$ cat config.mk
export PLATFORM = sky130hd
export DESIGN_NAME = rm2ea_cordic
export DESIGN_NICKNAME = d
export VERILOG_FILES = /design/src/design/rm2ea_pkg.sv /design/src/design/rm2ea_cordic.sv
export SDC_FILE = /design/constraint.sdc
export NUM_CORES = 2
export LEC_CHECK = 0
export BUFFER_PORTS_ARGS = -buffer_cell sky130_fd_sc_hd__buf_2
export CORE_UTILIZATION = 50
export DETAILED_ROUTE_END_ITERATION = 7
export PLACE_DENSITY_LB_ADDON = 0.1
export SLEW_MARGIN = 20
export SYNTH_ARGS = -nofsm -noshare
export SYNTH_HDL_FRONTEND = slang
export SYNTH_SLANG_ARGS = --single-unit
$ cat constraint.sdc
create_clock -name i_clk -period 6.8 [get_ports i_clk]
set_input_delay 0.68 -clock i_clk [delete_from_list [all_inputs] [get_ports i_clk]]
set_output_delay 0.68 -clock i_clk [all_outputs]
set_load 0.01 [all_outputs]
$ cat src/design/rm2ea_pkg.sv
// Shared types, constants and helper functions for the rotation-to-Euler core.
`timescale 1ns / 1ps
package rm2ea_pkg;

    localparam int CORDIC_STAGES = 16;
    localparam int ISQ_STEPS     = 19;              // radicand below 2^37, two bits a step
    localparam int CD_LAT        = CORDIC_STAGES + 2;

    localparam int ELEM_W   = 16;
    localparam int ANG_W    = 16;
    localparam int THR_W    = 11;
    localparam int PAIR_W   = 17;                   // negated element needs one more bit
    localparam int CD_IN_W  = 20;
    localparam int CD_W     = 36;
    localparam int Z_W      = 34;
    localparam int SQ_W     = 38;
    localparam int PROD_W   = 32;
    localparam int CD_SCALE = 12;

    localparam logic [THR_W-1:0]      THR_RESET   = THR_W'(2);
    localparam logic signed [17:0]    PI_Q13      = 18'sd25736;
    localparam logic signed [ANG_W-1:0] HALF_PI_Q13 = 16'sd12868;
    localparam logic signed [Z_W-1:0] HALF_PI_Q30 = 34'sd1686629713;
    localparam logic signed [Z_W-1:0] Z_ROUND     = 34'sd65536;
    localparam int                    Z_SHIFT     = 17;

    localparam logic [31:0] ATAN_TAB [0:23] = '{
        32'd843314857, 32'd497837829, 32'd263043837, 32'd133525159, 32'd67021687,
        32'd33543516, 32'd16775851, 32'd8388437, 32'd4194283, 32'd2097149,
        32'd1048576, 32'd524288, 32'd262144, 32'd131072, 32'd65536, 32'd32768,
        32'd16384, 32'd8192, 32'd4096, 32'd2048, 32'd1024, 32'd512, 32'd256, 32'd128
    };

    typedef enum logic [1:0] {
        MODE_XYZ = 2'd0,
        MODE_YZX = 2'd1,
        MODE_ZXY = 2'd2
    } t_mode;

    // per-item control traveling beside the datapath
    typedef struct packed {
        logic [1:0] mode;
        logic       lock;
        logic       p_neg;
        logic       fold_neg;
        logic       tv_neg;
    } t_side;

    // operands of the three arctangent units
    typedef struct packed {
        logic signed [CD_IN_W-1:0] py;
        logic signed [CD_IN_W-1:0] ny;
        logic signed [CD_IN_W-1:0] ty;
        logic signed [CD_IN_W-1:0] tx;
    } t_cdin;

    typedef struct packed {
        logic [SQ_W-1:0] rem;
        logic [SQ_W-1:0] res;
    } t_isq;

    // one restoring step of the integer square root
    function automatic t_isq isq_step(input t_isq cur, input logic [SQ_W-1:0] bitv);
        t_isq nxt;
        logic [SQ_W-1:0] trial;
        trial = cur.res + bitv;
        if (cur.rem >= trial) begin
            nxt.rem = cur.rem - trial;
            nxt.res = (cur.res >> 1) + bitv;
        end else begin
            nxt.rem = cur.rem;
            nxt.res = cur.res >> 1;
        end
        return nxt;
    endfunction

endpackage

$ cat src/design/rm2ea_cordic.sv
// Pipelined vectoring CORDIC arctangent, one micro-rotation per stage.
`timescale 1ns / 1ps
module rm2ea_cordic (
    input  logic                                   i_clk,
    input  logic                                   i_en,
    input  logic signed [rm2ea_pkg::CD_IN_W-1:0]   i_y,
    input  logic signed [rm2ea_pkg::CD_IN_W-1:0]   i_x,
    output logic signed [rm2ea_pkg::ANG_W-1:0]     o_angle
);
    import rm2ea_pkg::*;

    logic signed [CD_W-1:0] r_x    [0:CORDIC_STAGES];
    logic signed [CD_W-1:0] r_y    [0:CORDIC_STAGES];
    logic signed [Z_W-1:0]  r_z    [0:CORDIC_STAGES];
    logic                   r_zero [0:CORDIC_STAGES];
    logic signed [ANG_W-1:0] r_angle;

    logic signed [CD_W-1:0] n_x0, n_y0, xs, ys;
    logic signed [Z_W-1:0]  n_z0, zr;

    // pre-rotate the left half plane onto the right
    always_comb begin
        xs = CD_W'(i_x) <<< CD_SCALE;
        ys = CD_W'(i_y) <<< CD_SCALE;
        n_x0 = xs;
        n_y0 = ys;
        n_z0 = '0;
        if (xs < 0) begin
            if (ys >= 0) begin
                n_x0 = ys;
                n_y0 = -xs;
                n_z0 = HALF_PI_Q30;
            end else begin
                n_x0 = -ys;
                n_y0 = xs;
                n_z0 = -HALF_PI_Q30;
            end
        end
    end

    always_ff @(posedge i_clk) begin
        if (i_en) begin
            r_x[0]    <= n_x0;
            r_y[0]    <= n_y0;
            r_z[0]    <= n_z0;
            r_zero[0] <= (i_x == '0) && (i_y == '0);
        end
    end

    for (genvar i = 0; i < CORDIC_STAGES; i++) begin : g_stage
        localparam logic signed [Z_W-1:0] ANG = Z_W'(ATAN_TAB[i]);
        logic signed [CD_W-1:0] dx, dy;
        assign dx = r_y[i] >>> i;
        assign dy = r_x[i] >>> i;
        always_ff @(posedge i_clk) begin
            if (i_en) begin
                r_zero[i+1] <= r_zero[i];
                if (!r_y[i][CD_W-1]) begin
                    r_x[i+1] <= r_x[i] + dx;
                    r_y[i+1] <= r_y[i] - dy;
                    r_z[i+1] <= r_z[i] + ANG;
                end else begin
                    r_x[i+1] <= r_x[i] - dx;
                    r_y[i+1] <= r_y[i] + dy;
                    r_z[i+1] <= r_z[i] - ANG;
                end
            end
        end
    end

    assign zr = (r_z[CORDIC_STAGES] + Z_ROUND) >>> Z_SHIFT;

    always_ff @(posedge i_clk) begin
        if (i_en) begin
            r_angle <= r_zero[CORDIC_STAGES] ? '0 : zr[ANG_W-1:0];
        end
    end

    assign o_angle = r_angle;

endmodule

---- Yosys cells after proc, flatten, opt, wreduce, memory -nomap -nowiden ----
Memory sizes are Yosys's and may differ from the RTL's.
Index checks and enable logic that the tools add are counted.
operators by class
  $add $sub $neg .......................... 98
  muxes and demuxes ....................... 152
  order comparisons ....................... 2
  reductions and logical operators ........ 3
  bitwise operators ....................... 48
operators by type and width
  cell                          number
  two-way mux 36 bit            36
  two-way mux 34 bit            18
  two-way mux 1 bit             98
  adder 36 x 21 -> 36 bit       2
  adder 36 x 22 -> 36 bit       2
  adder 36 x 23 -> 36 bit       2
  adder 36 x 24 -> 36 bit       2
  adder 36 x 25 -> 36 bit       2
  adder 36 x 26 -> 36 bit       2
  adder 36 x 27 -> 36 bit       2
  adder 36 x 28 -> 36 bit       2
  adder 36 x 29 -> 36 bit       2
  adder 36 x 30 -> 36 bit       2
  adder 36 x 31 -> 36 bit       2
  adder 36 x 32 -> 36 bit       2
  adder 36 x 33 -> 36 bit       2
  adder 36 x 34 -> 36 bit       2
  adder 36 x 35 -> 36 bit       2
  negation 32 -> 36 bit         2
  subtractor 36 x 21 -> 36 bit  2
  subtractor 36 x 22 -> 36 bit  2
  subtractor 36 x 23 -> 36 bit  2
  subtractor 36 x 24 -> 36 bit  2
  subtractor 36 x 25 -> 36 bit  2
  48 further kinds              109
storage, ports and cells
  memories kept ........................... 4
  flip-flop bits (word level) ............. 16
  logic and storage cells ................. 308
  bits of input ports ..................... 42
  RAM bits ................................ 1819
memories
  memory  depth  bits a word  read ports  clocked after Yosys merged registers in  write ports  line                text
  r_x     17     36           16          0                                        17           rm2ea_cordic.sv:12  logic signed [CD_W-1:0] r_x [0:CORDIC_STAGES];
  r_y     17     36           16          0                                        17           rm2ea_cordic.sv:13  logic signed [CD_W-1:0] r_y [0:CORDIC_STAGES];
  r_z     17     34           17          0                                        17           rm2ea_cordic.sv:14  logic signed [Z_W-1:0] r_z [0:CORDIC_STAGES];
  r_zero  17     1            17          0                                        17           rm2ea_cordic.sv:15  logic r_zero [0:CORDIC_STAGES];

---- Logic depth before layout (Yosys ltp) ----
An unclocked memory read counts as a cell.
  depth in word-level cells ............... 5
  gate-level depth with buffers ........... 23
  gate-level depth less buffers ........... 23

---- Least setup slack after synthesis ----
OpenSTA, ideal clock, no wires.
  path type ............................... input-to-reg
  start ................................... input port i_en
  end ..................................... memory r_y[8][33], data pin
  setup time .............................. 0.274 ns
  cell stages on the path ................. 20
  arrival ................................. 5.102 ns
  path slack .............................. 1.425 ns
  path buffers ............................ 4
  cell sequence ........................... buf_2 -> buf_1 -> nand2_1 -> inv_1 -> clkbuf_1 -> buf_1 -> nor2_1 -> xor2_1 -> ha_1 -> o21ai_0 -> o21ai_1 -> a2111oi_2 -> o31ai_1 -> o31ai_1 -> o21ai_2 -> a41o_1 -> a41oi_1 -> a211o_2 -> o41ai_1 -> xor2_1
RTL lines
  element      line                text
  from (decl)  rm2ea_cordic.sv:5   input logic i_en,
  to (decl)    rm2ea_cordic.sv:13

==> run summary <==
Post-synth top flop - edfxtp_1
Pre-Repair DR Iteration Count - 8
final worst-path cycle share - 84.7%
layout cell share with drive strength beyond 1 - 4.43%
flops & latches, synth - 1416
hold_buf cts - 0
syn_area_per_cell - 9.53 um2
critical path arrival - 6310 ps
post-CTS sizing - 0
TritonCTS clock tree - done
status - finished clean
clk sink count - 1416
Iter 0 DRT Violations - 6723
port bufs - 57
antenna viol nets, final - 0
Clk Latency, worst-skew pair - 830 ps
ys async rst share - 0%
Fin Setup TNS - 0 ps
total grt overflow - 0
EDFF count, synth - 1416
maximum root-to-sink buffer count - 3
Die H - 491 um
Avg WL per Cell - 20.0 um
NumNets Final - 14017
HP Class - in2reg
Critical Path Fanout Max - 5
Worst Skew - 41.5 ps
core area - 238000 um2
commonest cells after routing, fill and taps aside - edfxtp_1, ha_1, a21oi_1, xnor2_1, nor2_1
first-pass GRT wire length - 496 mm
via/cell ratio - 5.92
largest net degree at the start of global routing - 92
Req. time, crit path - 7350 ps
max cap viols - 0
DRT Wirelength - 318 mm
commonest non-fill, non-tap cell in the layout - edfxtp_1
vias in the first global route - 90233
final setup vio count - 0
DP HPWL - 255 mm
postcts setup bufs - 0
top-level port count - 58
CP Launch Type - flop
routability-driven placement congestion ratio - 0.940
mapped cell area - 119000 um2
clock transition at the registers of the reported paths - 60 ps
Synth warnings - 0
Fmax - 174 MHz
All-Layer GR Usage - 25.6%
Seq/Total Area, Yosys - 35.6%
Period minus WS final - 5760 ps
Residual DRC - 0
H-tree depth - 4
number of distinct standard cells referenced by the synthesized netlist - 107
CTS root buf - clkbuf_16
kind of critical path - reg2reg
final hold vios - 0
Slew @ Worst Pin - 1130 ps
unrepaired setup endpoints after global routing - false
CP Capture Type - flop
Core Rows - 179
die footprint - 241000 um2
initial antenna violation count - 5
Max Slew Vio Count - 0
die width - 491 um
Worst slew margin - 24.2%
CTS buffer count - 172
Mapped Cells - 12536
initial core utilization - 50.3%
Layout area overhead - 8.13%
Vias - 94194
[cell families (layout without fill, tap and decap cells)]
group / after synthesis / after routing / share of synthesized area (%)
simple gates: 3317 / 3317 / 13.5
compound gates: 3802 / 3802 / 20.1
xor+xnor: 1818 / 1818 / 13.3
buf+inv: 749 / 953 / 2.37
other cells: 1 / 9 / 0.00314
flops: 1416 / 1416 / 35.6
mux: 56 / 56 / 0.502
fa+ha+maj: 1377 / 1377 / 14.7
[critical path, stage by stage (launching register included)]
cell and delay, ps:
edfxtp_1 520, inv_1 100, ha_1 220, nand2b_1 110, or3_1 410, or3b_2 470
or2_2 330, o21ai_0 200, xnor2_1 210, ha_1 330, a21oi_1 200, nor2_1 60
a311oi_1 350, a21oi_1 220, o211ai_1 340, a31oi_1 200, o31ai_1 620, o21bai_1 160
a221oi_1 340, xnor2_1 100
[final timing paths]
| check | start | endpoint | slack [ps] | depth (start not counted) |
|---|---|---|---|---|
| hold reg to reg | r_z[11][17] | r_z[12][17] | 400 | 0 |
| setup / recovery | r_x[11][11] | r_y[12][34] | 1040 | 19 |
| setup reg to reg | r_x[11][11] | r_y[12][34] | 1040 | 19 |
| hold / removal | i_x[0] | r_y[0][12] | 200 | 3 |
[layout make-up]
type,count,area [um2]
timing repair buffer,131,893
fill,21245,108000
clock inverter,120,1330
clock buffer,199,4430
tap,3167,3960
multi-input combinational,10374,74100
inverter,503,1890
antenna,5,12.5
sequential,1416,42500
[flip-flops by register name (all words and copies together) (netlist names)]
signal / count
r_y: 485
r_x: 473
o_angle: 16
r_zero: 17
r_z: 425
[cell usage after synthesis, drive strengths merged (25+ instances only)]
| cell type | number | area (um2) |
|---|---|---|
| a211oi | 93 | 713 |
| a21boi | 50 | 379 |
| a21o | 574 | 4310 |
| a21oi | 1278 | 6410 |
| a221oi | 29 | 273 |
| a311oi | 26 | 240 |
| a31o | 33 | 289 |
| a31oi | 91 | 569 |
| and2 | 61 | 382 |
| and3 | 110 | 688 |
| and4 | 26 | 228 |
| buf | 31 | 130 |
| clkbuf | 215 | 807 |
| edfxtp | 1416 | 42500 |
| fa | 38 | 761 |
| ha | 1339 | 16800 |
| inv | 497 | 1870 |
| mux2 | 31 | 349 |
| mux2i | 25 | 250 |
| nand2 | 767 | 2880 |
| nand2b | 213 | 1350 |
| nand3 | 218 | 1090 |
| nand3b | 31 | 233 |
| nand4 | 88 | 551 |
| nor2 | 996 | 3740 |
| nor2b | 176 | 1100 |
| nor3 | 278 | 1400 |
| nor3b | 30 | 225 |
| nor4 | 97 | 626 |
| o211ai | 57 | 428 |
| o21a | 142 | 1070 |
| o21ai | 795 | 3990 |
| o21bai | 147 | 1100 |
| o31a | 40 | 350 |
| o31ai | 152 | 1150 |
| o41ai | 73 | 662 |
| or2 | 48 | 300 |
| or3 | 105 | 662 |
| or4 | 44 | 342 |
| xnor2 | 1146 | 10000 |
| xor2 | 672 | 5890 |
[through the flow]
step	cells	cell area [um2]	utilization (%)	setup slack [ps]	hold slack (ps)
after CTS	15910	129000	54.3	1080	118
after floorplan	12539	119000	-	1420	400
after global placement	15591	123000	51.9	1140	401
after global routing	15911	129000	54.3	722	189
final	15915	129000	54.4	1040	201
after detailed placement	15591	123000	51.9	1110	405
[routing by layer]
metal | vias to the layer above | share of wire, % | global-route usage, %
met5 | - | 0.011 | 0
met4 | 4 | 3.1 | 8.06
met3 | 500 | 4.5 | 2.93
met2 | 2299 | 48 | 44.5
met1 | 44748 | 44 | 33.0
li1 | 46643 | - | -
Power is not shown: default switching activity piles up to over one toggle a cycle in this logic, so the estimate is an artifact.
